==> src/rtl/core/hmq_pkg.sv <==
// ----------------------------------------------------------------------------
// hmq_pkg
// Shared types and constants of the binary min-heap priority queue.
// ----------------------------------------------------------------------------
package hmq_pkg;

   localparam int KEY_W    = 32;
   localparam int STATUS_W = 2;
   localparam int COUNT_W  = 5;
   localparam int REQ_W    = 32;
   localparam int RSP_W    = 48;

   typedef enum logic {
      OP_INSERT = 1'b0,
      OP_REMOVE = 1'b1
   } opcode_type;

   typedef enum logic [STATUS_W-1:0] {
      STATUS_OK    = 2'd0,
      STATUS_FULL  = 2'd1,
      STATUS_EMPTY = 2'd2
   } status_type;

   typedef enum logic [2:0] {
      ST_IDLE,
      ST_UP_READ,
      ST_UP_CMP,
      ST_DN_LAST,
      ST_DN_LOAD,
      ST_DN_READ,
      ST_DN_CMP,
      ST_FINISH
   } state_type;

   typedef struct packed {
      logic load;
      logic rd_parent;
      logic rd_last;
      logic rd_children;
      logic wr_key;
      logic wr_up;
      logic wr_down;
      logic ld_last;
      logic inc;
      logic dec;
      logic emit;
   } cmd_type;

   typedef struct packed {
      logic req_remove;
      logic full;
      logic empty;
      logic node_zero;
      logic key_lt_parent;
      logic left_ok;
      logic down_move;
      logic slot_free;
   } stat_type;

endpackage

==> src/rtl/core/hmq_ram.sv <==
// ----------------------------------------------------------------------------
// hmq_ram
// Generic RAM, one write port and two read ports with registered read data.
// ----------------------------------------------------------------------------
module hmq_ram #(
   parameter int WIDTH  = 32,
   parameter int DEPTH  = 16,
   parameter int ADDR_W = $clog2(DEPTH)
) (
   input  logic              clock,
   input  logic              wr_en,
   input  logic [ADDR_W-1:0] wr_addr,
   input  logic [WIDTH-1:0]  wr_data,
   input  logic [ADDR_W-1:0] rd_a_addr,
   output logic [WIDTH-1:0]  rd_a_data,
   input  logic [ADDR_W-1:0] rd_b_addr,
   output logic [WIDTH-1:0]  rd_b_data
);

   logic [WIDTH-1:0] mem [DEPTH];
   logic [WIDTH-1:0] rd_a_ff;
   logic [WIDTH-1:0] rd_b_ff;

   always_ff @(posedge clock) begin
      if (wr_en) begin
         mem[wr_addr] <= wr_data;
      end
      rd_a_ff <= mem[rd_a_addr];
      rd_b_ff <= mem[rd_b_addr];
   end

   assign rd_a_data = rd_a_ff;
   assign rd_b_data = rd_b_ff;

endmodule

==> src/rtl/core/hmq_datapath.sv <==
// ----------------------------------------------------------------------------
// hmq_datapath
// Key store, sift registers, index arithmetic, compares and result register.
// ----------------------------------------------------------------------------
module hmq_datapath
   import hmq_pkg::*;
#(
   parameter int CAPACITY = 16
) (
   input  logic              clock,
   input  logic              reset,
   input  cmd_type           cmd,
   output stat_type          st,
   input  logic              req_tuser,
   input  logic [REQ_W-1:0]  req_tdata,
   output logic              rsp_tvalid,
   input  logic              rsp_tready,
   output logic [RSP_W-1:0]  rsp_tdata
);

   localparam int AW = (CAPACITY > 1) ? $clog2(CAPACITY) : 1;
   localparam int CW = $clog2(CAPACITY + 1);
   localparam int IW = AW + 2;

   logic [CW-1:0]           count_ff, count_in;
   logic [AW-1:0]           node_ff, node_in;
   logic signed [KEY_W-1:0] key_ff, key_in;
   logic signed [KEY_W-1:0] root_ff;
   status_type              status_ff, status_in;

   logic                    rsp_valid_ff;
   status_type              rsp_status_ff;
   logic signed [KEY_W-1:0] rsp_top_ff;
   logic [COUNT_W-1:0]      rsp_count_ff;
   logic                    rsp_full_ff;
   logic                    rsp_empty_ff;

   logic signed [KEY_W-1:0] rd_a, rd_b;
   logic [KEY_W-1:0]        rd_a_raw, rd_b_raw;
   logic [AW-1:0]           rd_a_addr;
   logic                    wr_en;
   logic [AW-1:0]           wr_addr;
   logic signed [KEY_W-1:0] wr_data;

   logic [AW-1:0]           parent_idx;
   logic [AW-1:0]           last_idx;
   logic [IW-1:0]           left_idx, right_idx, count_ext;
   logic                    left_ok, right_ok, lt_left, lt_right;
   logic signed [KEY_W-1:0] best_key;
   logic [AW-1:0]           best_idx;
   logic                    is_full, is_empty;

   hmq_ram #(
      .WIDTH (KEY_W),
      .DEPTH (CAPACITY),
      .ADDR_W(AW)
   ) u_ram (
      .clock    (clock),
      .wr_en    (wr_en),
      .wr_addr  (wr_addr),
      .wr_data  (wr_data),
      .rd_a_addr(rd_a_addr),
      .rd_a_data(rd_a_raw),
      .rd_b_addr(right_idx[AW-1:0]),
      .rd_b_data(rd_b_raw)
   );

   assign rd_a = $signed(rd_a_raw);
   assign rd_b = $signed(rd_b_raw);

   // heap index arithmetic
   assign parent_idx = AW'((node_ff - AW'(1)) >> 1);
   assign last_idx   = AW'(count_ff - CW'(1));
   assign left_idx   = {1'b0, node_ff, 1'b1};
   assign right_idx  = left_idx + IW'(1);
   assign count_ext  = IW'(count_ff);
   assign left_ok    = left_idx < count_ext;
   assign right_ok   = right_idx < count_ext;
   assign is_full    = count_ff == CW'(CAPACITY);
   assign is_empty   = count_ff == '0;

   // smaller child, left wins ties, moves only when strictly below the key
   always_comb begin
      lt_left  = rd_a < key_ff;
      best_key = lt_left ? rd_a : key_ff;
      lt_right = 1'b0;
      if (right_ok && (rd_b < best_key)) begin
         lt_right = 1'b1;
      end
      best_idx = lt_right ? right_idx[AW-1:0] : left_idx[AW-1:0];
   end

   always_comb begin
      priority if (cmd.rd_parent) begin
         rd_a_addr = parent_idx;
      end else if (cmd.rd_last) begin
         rd_a_addr = last_idx;
      end else if (cmd.rd_children) begin
         rd_a_addr = left_idx[AW-1:0];
      end else begin
         rd_a_addr = '0;
      end
   end

   always_comb begin
      wr_en   = cmd.wr_key | cmd.wr_up | cmd.wr_down;
      wr_addr = node_ff;
      priority if (cmd.wr_up) begin
         wr_data = rd_a;
      end else if (cmd.wr_down) begin
         wr_data = lt_right ? rd_b : rd_a;
      end else begin
         wr_data = key_ff;
      end
   end

   always_comb begin
      count_in  = count_ff;
      node_in   = node_ff;
      key_in    = key_ff;
      status_in = status_ff;
      if (cmd.load) begin
         key_in  = $signed(req_tdata[KEY_W-1:0]);
         node_in = count_ff[AW-1:0];
         priority if (opcode_type'(req_tuser) == OP_INSERT && is_full) begin
            status_in = STATUS_FULL;
         end else if (opcode_type'(req_tuser) == OP_REMOVE && is_empty) begin
            status_in = STATUS_EMPTY;
         end else begin
            status_in = STATUS_OK;
         end
      end
      if (cmd.inc) begin
         count_in = count_ff + CW'(1);
      end
      if (cmd.dec) begin
         count_in = count_ff - CW'(1);
      end
      if (cmd.ld_last) begin
         key_in  = rd_a;
         node_in = '0;
      end
      if (cmd.wr_up) begin
         node_in = parent_idx;
      end
      if (cmd.wr_down) begin
         node_in = best_idx;
      end
   end

   always_ff @(posedge clock) begin
      if (reset) begin
         count_ff     <= '0;
         rsp_valid_ff <= 1'b0;
      end else begin
         count_ff <= count_in;
         if (cmd.emit) begin
            rsp_valid_ff <= 1'b1;
         end else if (rsp_tready) begin
            rsp_valid_ff <= 1'b0;
         end
      end
   end

   always_ff @(posedge clock) begin
      node_ff   <= node_in;
      key_ff    <= key_in;
      status_ff <= status_in;
      if (wr_en && wr_addr == '0) begin
         root_ff <= wr_data;
      end
      if (cmd.emit) begin
         rsp_status_ff <= status_ff;
         rsp_top_ff    <= is_empty ? '0 : root_ff;
         rsp_count_ff  <= COUNT_W'(count_ff);
         rsp_full_ff   <= is_full;
         rsp_empty_ff  <= is_empty;
      end
   end

   assign st.req_remove    = opcode_type'(req_tuser) == OP_REMOVE;
   assign st.full          = is_full;
   assign st.empty         = is_empty;
   assign st.node_zero     = node_ff == '0;
   assign st.key_lt_parent = key_ff < rd_a;
   assign st.left_ok       = left_ok;
   assign st.down_move     = left_ok && (lt_left || lt_right);
   assign st.slot_free     = !rsp_valid_ff || rsp_tready;

   assign rsp_tvalid = rsp_valid_ff;
   assign rsp_tdata  = {7'b0, rsp_empty_ff, rsp_full_ff, rsp_count_ff, rsp_top_ff,
                        rsp_status_ff};

endmodule

==> src/rtl/core/hmq_ctrl.sv <==
// ----------------------------------------------------------------------------
// hmq_ctrl
// Controller that steps the datapath through insert sift-up and remove
// sift-down, one heap level per read and compare.
// ----------------------------------------------------------------------------
module hmq_ctrl
   import hmq_pkg::*;
(
   input  logic     clock,
   input  logic     reset,
   input  logic     req_tvalid,
   output logic     req_tready,
   input  stat_type st,
   output cmd_type  cmd
);

   state_type state_ff, state_in;

   always_ff @(posedge clock) begin
      if (reset) begin
         state_ff <= ST_IDLE;
      end else begin
         state_ff <= state_in;
      end
   end

   always_comb begin
      state_in   = state_ff;
      cmd        = '0;
      req_tready = 1'b0;
      unique case (state_ff)
         ST_IDLE: begin
            req_tready = 1'b1;
            if (req_tvalid) begin
               cmd.load = 1'b1;
               priority if (st.req_remove && st.empty) begin
                  state_in = ST_FINISH;
               end else if (st.req_remove) begin
                  state_in = ST_DN_LAST;
               end else if (st.full) begin
                  state_in = ST_FINISH;
               end else begin
                  state_in = ST_UP_READ;
               end
            end
         end
         ST_UP_READ: begin
            if (st.node_zero) begin
               cmd.wr_key = 1'b1;
               cmd.inc    = 1'b1;
               state_in   = ST_FINISH;
            end else begin
               cmd.rd_parent = 1'b1;
               state_in      = ST_UP_CMP;
            end
         end
         ST_UP_CMP: begin
            if (st.key_lt_parent) begin
               cmd.wr_up = 1'b1;
               state_in  = ST_UP_READ;
            end else begin
               cmd.wr_key = 1'b1;
               cmd.inc    = 1'b1;
               state_in   = ST_FINISH;
            end
         end
         ST_DN_LAST: begin
            cmd.rd_last = 1'b1;
            cmd.dec     = 1'b1;
            state_in    = ST_DN_LOAD;
         end
         ST_DN_LOAD: begin
            if (st.empty) begin
               state_in = ST_FINISH;
            end else begin
               cmd.ld_last = 1'b1;
               state_in    = ST_DN_READ;
            end
         end
         ST_DN_READ: begin
            cmd.rd_children = 1'b1;
            if (st.left_ok) begin
               state_in = ST_DN_CMP;
            end else begin
               cmd.wr_key = 1'b1;
               state_in   = ST_FINISH;
            end
         end
         ST_DN_CMP: begin
            if (st.down_move) begin
               cmd.wr_down = 1'b1;
               state_in    = ST_DN_READ;
            end else begin
               cmd.wr_key = 1'b1;
               state_in   = ST_FINISH;
            end
         end
         ST_FINISH: begin
            if (st.slot_free) begin
               cmd.emit = 1'b1;
               state_in = ST_IDLE;
            end
         end
         default: begin
            state_in = ST_IDLE;
         end
      endcase
   end

endmodule

==> src/rtl/core/binary_min_heap_queue.sv <==
// ----------------------------------------------------------------------------
// binary_min_heap_queue
// Min-heap priority queue of signed Q16.16 keys: insert sifts up, remove
// moves the last key to the root and sifts down, one result per item.
// ----------------------------------------------------------------------------
// levels: insert and remove walk L levels, L at most log2(CAPACITY);
//    one key store read and compare per level
// throughput: one item at a time, next item taken once the result is queued
// reset: synchronous, clears the count, controller and result valid;
//    key store contents are not cleared
module binary_min_heap_queue
   import hmq_pkg::*;
#(
   parameter int CAPACITY = 16
) (
   input  logic             clock,
   input  logic             reset,
   input  logic             req_tvalid,
   output logic             req_tready,
   input  logic [REQ_W-1:0] req_tdata,  // key[31:0]
   input  logic             req_tuser,  // opcode[0]
   output logic             rsp_tvalid,
   input  logic             rsp_tready,
   output logic [RSP_W-1:0] rsp_tdata   // status, top_key, count, full_res, empty_res
);

   cmd_type  cmd;
   stat_type st;

   hmq_ctrl u_ctrl (
      .clock     (clock),
      .reset     (reset),
      .req_tvalid(req_tvalid),
      .req_tready(req_tready),
      .st        (st),
      .cmd       (cmd)
   );

   hmq_datapath #(
      .CAPACITY(CAPACITY)
   ) u_datapath (
      .clock     (clock),
      .reset     (reset),
      .cmd       (cmd),
      .st        (st),
      .req_tuser (req_tuser),
      .req_tdata (req_tdata),
      .rsp_tvalid(rsp_tvalid),
      .rsp_tready(rsp_tready),
      .rsp_tdata (rsp_tdata)
   );

endmodule

==> config.mk <==
export PLATFORM = sky130hd
export DESIGN_NAME = binary_min_heap_queue
export DESIGN_NICKNAME = d
export VERILOG_FILES = /design/src/rtl/core/hmq_pkg.sv /design/src/rtl/core/hmq_ram.sv /design/src/rtl/core/hmq_datapath.sv /design/src/rtl/core/hmq_ctrl.sv /design/src/rtl/core/binary_min_heap_queue.sv
export SDC_FILE = /design/constraint.sdc
export NUM_CORES = 1
export LEC_CHECK = 0
export BUFFER_PORTS_ARGS = -buffer_cell sky130_fd_sc_hd__buf_2
export CAP_MARGIN = 20
export CORE_MARGIN = 2
export CORE_UTILIZATION = 31
export DETAILED_ROUTE_END_ITERATION = 10
export PLACE_DENSITY = 0.44
export SLEW_MARGIN = 20
export SYNTH_ARGS = -nofsm -noshare
export SYNTH_HDL_FRONTEND = slang
export SYNTH_HIERARCHICAL = 1
export SYNTH_SLANG_ARGS = --single-unit
==> constraint.sdc <==
create_clock -name clock -period 23.6 [get_ports clock]
set_input_delay 2.36 -clock clock [delete_from_list [all_inputs] [get_ports clock]]
set_output_delay 2.36 -clock clock [all_outputs]
set_load 0.005 [all_outputs]
Word-level counts from Yosys, hierarchy flattened
Memory sizes are Yosys's and may differ from the RTL's. A register that Yosys moved wholly into a read port is not among the register bits.
Index checks and enable logic that the tools add are counted.
- flip-flop bits (word level): 120
- memory bits (writable): 512
- bits of input ports: 37
- output and inout bits: 50
- word-level logic and storage cells: 105
- memories kept: 1
- $add $sub $neg: 4
- magnitude comparators: 5
- equality and inequality tests: 10
- muxes and demuxes: 54
- bitwise logic cells: 3
- reductions and logical operators: 16
- memories (memory ; depth ; width ; rd ports ; clocked after Yosys merged registers in ; wr ports ; line ; text):
    u_datapath.u_ram.mem ; 16 ; 32 ; 2 ; 2 ; 1 ; hmq_ram.sv:20 ; logic [WIDTH-1:0] mem [DEPTH];
- operators by type and width (cell ; count):
    $mux 32 ; 6
    $lt 32x32->1 ; 3
    $mux 4 ; 8
    $mux 1 ; 25
    $pmux 3 s8 ; 1
    $mux 3 ; 7
    $eq 3x3->1 const B ; 4
    $mux 5 ; 2
    $add 5x1->6 const B ; 1
    $eq 3x2->1 const B ; 2
    $lt 6x5->1 ; 1
    $mux 2 ; 3
    $reduce_bool 2->1 ; 3
    $add 5x1->5 const B ; 1
    $eq 5x5->1 const B ; 1
    $logic_and 1x1->1 ; 5
    $logic_not 5->1 ; 1
    $lt 5x5->1 ; 1
    $sub 5x1->5 const B ; 1
    $logic_not 4->1 ; 1
    $ne 2x2->1 const B ; 2
    $pmux 1 s4 ; 1
    $reduce_bool 4->1 ; 1
    $sub 4x1->4 const B ; 1
    other kinds (8) ; 10

Longest topological paths before layout
- depth in word-level cells: 13
- depth in mapped cells: 29
- gate-level depth less buffers: 26

By module
Netlist, hierarchy kept.
- modules (own cells, without submodules) (module ; instances ; cells an instance ; area each (um^2) ; seq. area each (um^2)):
    hmq_ram ; 1 ; 1141 ; 24203.2 ; 16656.0
    hmq_datapath ; 1 ; 744 ; 7806.2 ; 3453.3
    hmq_ctrl ; 1 ; 42 ; 326.6 ; 60.1

Worst setup path before layout
Ideal clock, no wire load.
- kind: flip-flop to flip-flop
- start point: register u_datapath.key_ff[1]
- end point: memory u_datapath.u_ram.mem[0][0], enable pin
- setup time: 461 ps
- data arrival time: 7883 ps
- data required time: 23139 ps
- slack: 15256 ps
- stages on the path, launching flop included: 26
- path buffers: 3
- clock period less this slack: 8344 ps
- cells stage by stage: edfxtp_1 > ha_1 > nor2b_1 > o211ai_1 > a21oi_1 > o41ai_1 > a31oi_2 > nand2_1 > clkbuf_1 > a21oi_1 > ha_1 > a21o_1 > a2111oi_2 > nand2b_1 > or4_1 > mux2_4 > a211o_1 > buf_6 > nand3_1 > and2_1 > nand2_1 > nor2_1 > clkbuf_1 > or3_1 > or3b_2 > nor3_1
- RTL lines (what ; line ; text):
    start: declaration ; hmq_datapath.sv:27 ; logic signed [KEY_W-1:0] key_ff, key_in;
    start signal: assignment ; hmq_datapath.sv:167 ; key_ff <= key_in;
    end: declaration ; hmq_ram.sv:20 ;

==> out/summary.md <==
Yosys
• number of synthesized register bits: 696
• netlist area before placement: 32300 µm²
• YS warnings: 6
• Cell variety after synth: 76
• average footprint of a synthesized cell: 16.8 µm²
• Synth Instances: 1927
• top cells by area, synth: edfxtp_1 (58%), mux4_2 (18%), dfxtp_1 (4.5%), a22oi_1 (3.7%), ha_1 (2.9%)
• sequential cell area fraction in the yosys report: 62.4%
• most used flip-flop cell after synthesis: edfxtp_1
• cell accounting for the most synthesized area: edfxtp_1
• fraction of synthesized cell area taken by the top area cell type: 57.9%
• Post-synth EDFFs: 623
• Post-synth ARST share: 0%

GRT
• pin count of the biggest net entering global routing: 101
• number of antenna violations at the first check in global routing: 4
• vias in the first global route: 19700
• total global-route track usage: 19.0%
• wire length of the first global-routing pass: 145 mm
• grt ovf: 0

STA
• Setup-failing EPs final: 0
• worst setup margin: 14950 ps
• RSZ-0062 raised after global routing: false
• Slew Limit Fails: 0
• Slew HR: 31.3%
• fmax: 0.116 GHz
• Tightest Pin Transition: 1030 ps
• Hold Violations, Final: 0
• Period Utilization, post-route: 36.6%
• final clock skew: 21.5 ps
• final total negative setup slack: 0 ps
• crit path time final: 8650 ps

Clocking
• postcts setup bufs: 0
• TritonCTS Sinks: 696
• CTS Hold Bufs: 0
• Clock H-tree levels: 3
• CTS root buffer: clkbuf_16
• post-cts repair resize count: 0
• Num CTS Buffers: 77
• Clock Pin Slew Worst Setup and Hold Paths: 60 ps
• clock tree from TritonCTS: yes
• clock latency on the worst-skew pair: 640 ps
• clock buffer depth: 3

Power and ir drop
• static leakage: 12.0 nW
• total power per unit cell area: 141 nW/µm²
• worst-case vdd ir drop: 113 µV

Floorplan
• area of the placeable core: 103000 µm²
• Die Ht: 327 µm
• Initial Util: 31.2%
• die area: 107000 µm²
• Ports: 87
• horizontal die dimension: 327 µm
• number of standard-cell rows in the floorplan: 118

Detailed routing
• # DRC: 0
• detailed-route wire length per cell: 29.3 µm
• number of vias after detailed routing: 19200
• final antenna-violating net count: 0
• post-detailed-routing wire length: 102 mm
• via-per-instance ratio: 5.53
• first drt pass iteration count: 7
• number of design-rule violations left by the first detailed-router iteration: 1824

Placed design
• total placed instance area: 34500 µm²
• post-placement worst setup slack: 14740 ps
• DP HPWL: 60.3 mm
• number of placed cells counting well taps: 3316
• gpl congestion: 0.833
• number of buffer cells added on primary ports: 79

Run
• Maximum Capacitance Violations: 0

Worst setup path
• critical path data arrival time: 9130 ps
• CP max-delay cell: nor2b_2
• maximum cell stage delay along the critical path: 730 ps
• Worst EP required: 24080 ps
• Max FO, Critical Path: 63
• Top cell by count, worst path: buf_4
• start-to-end type of the worst setup path: reg -> reg
• type of origin of the critical path: flip-flop
• endpoint class of the critical path: flip-flop

Final layout
• final cell count without fillers: 3468
• Layout Cell Area excl Fill: 37100 µm²
• fillcell total: 9753
• diode insertion count for antenna repair: 0
• commonest cells after routing, fill and taps aside: edfxtp_1 (623), mux4_2 (256), a22oi_1 (161), nand2_1 (114), buf_2 (81)
• layout cells sized above 1: 29.7%
• number of nets in the layout: 2138
• most frequent standard cell in the layout excluding fill and tap cells: edfxtp_1
• area delta synth->final: 14.6%

Status
• run status: finished clean

Worst hold path
• hold crit path type: reg -> reg

synth_stat cells (all sizes together) (3+ instances only):
library cell	number
nand2	116
o211ai	62
a221oi	4
nor3b	3
buf	79
or3	4
nor3	13
a22oi	161
nor2	66
xnor2	6
and4	3
nand4	17
edfxtp	623
inv	46
nor2b	44
a21o	7
a31oi	8
nand3b	3
nor4	7
mux2	36
and2	8
mux4	256
a21oi	58
nor4b	4
dfxtp	73
ha	76
or4	3
or2	3
o21ai	12
a211oi	6
clkbuf	66
nand3	12
xor2	4
nand2b	6
power by group:
part / switching (mW) / total [mW] / internal, mW
combinational: 1.43 / 2.22 / 0.786
clock: 0.497 / 1.19 / 0.691
sequential: 0.138 / 1.82 / 1.68
critical path: cells and delay by family (launching register included):
kind	cells	cell delay, ps
compound gates	9	2250
flops	1	440
buf+inv	5	1860
simple gates	12	3150
fa+ha+maj	2	750
through the flow:
stage / power [mW] / hold WS, ps / util [%]
after floorplan: 3.24 / 400 / -
after global placement: 4.03 / 404 / 33.3
after detailed placement: 4.06 / 409 / 33.3
after CTS: 5.26 / 423 / 35.7
after global routing: 5.50 / 434 / 35.8
final: 5.23 / 423 / 35.8
metal layers:
metal	routed length, µm	up-vias	GRT usage, %	part of all wire (%)
met5	0	-	0	0
met4	1930	0	4.86	1.9
met3	6570	117	3.21	6.5
met2	48000	706	30.3	47
met1	45000	10300	26.8	44
li1	-	8113	-	-
sequential cells by signal, indices dropped and copies added, names as in the netlist, 4 cells and up:
signal	count
u_datapath/rsp_count_ff	5
u_datapath/root_ff	32
u_datapath/node_ff	4
u_datapath/u_ram/rd_b_data	32
u_datapath/count_ff	5
u_datapath/rsp_top_ff	32
u_datapath/u_ram/rd_a_data	32
u_datapath/u_ram/mem	512
u_datapath/key_ff	32
path summary, 6_finish.rpt:
check	end	slack, ps	depth (start not counted)	startpoint
worst min register to register	u_datapath/rsp_status_ff[1]$_DFFE_PP_	420	0	u_datapath/status_ff[1]$_SDFFCE_PP0P_
worst max register to register	u_datapath/u_ram/mem[4][9]$_DFFE_PP_	14950	28	u_datapath/u_ram/rd_a_data[9]$_DFF_P_
worst max-delay path	u_datapath/u_ram/mem[4][9]$_DFFE_PP_	14950	28	u_datapath/u_ram/rd_a_data[9]$_DFF_P_
worst min-delay path	u_datapath/rsp_status_ff[1]$_DFFE_PP_	420	0	u_datapath/status_ff[1]$_SDFFCE_PP0P_
layout make-up:
class | count | area, µm² | share of cell area, %
clock buffer | 102 | 2120 | 5.73
clock inverter | 40 | 367 | 0.989
inverter | 46 | 178 | 0.479
multi-input combinational | 1048 | 11500 | 31.1
sequential | 696 | 20200 | 54.4
tap | 1380 | 1730 | 4.66
timing repair buffer | 156 | 981 | 2.65
cell families after synthesis:
group / synth area share (%)
DFF: 62.4
and+or+nand+nor: 4.94
muxes: 19.2
other: 0.0116
buffers and inverters: 2.83
adders and majority gates: 2.94
AOI/OAI and AO/OA: 7.48
xor gates and xnor gates: 0.271
Power figures use the tool's default switching activity.
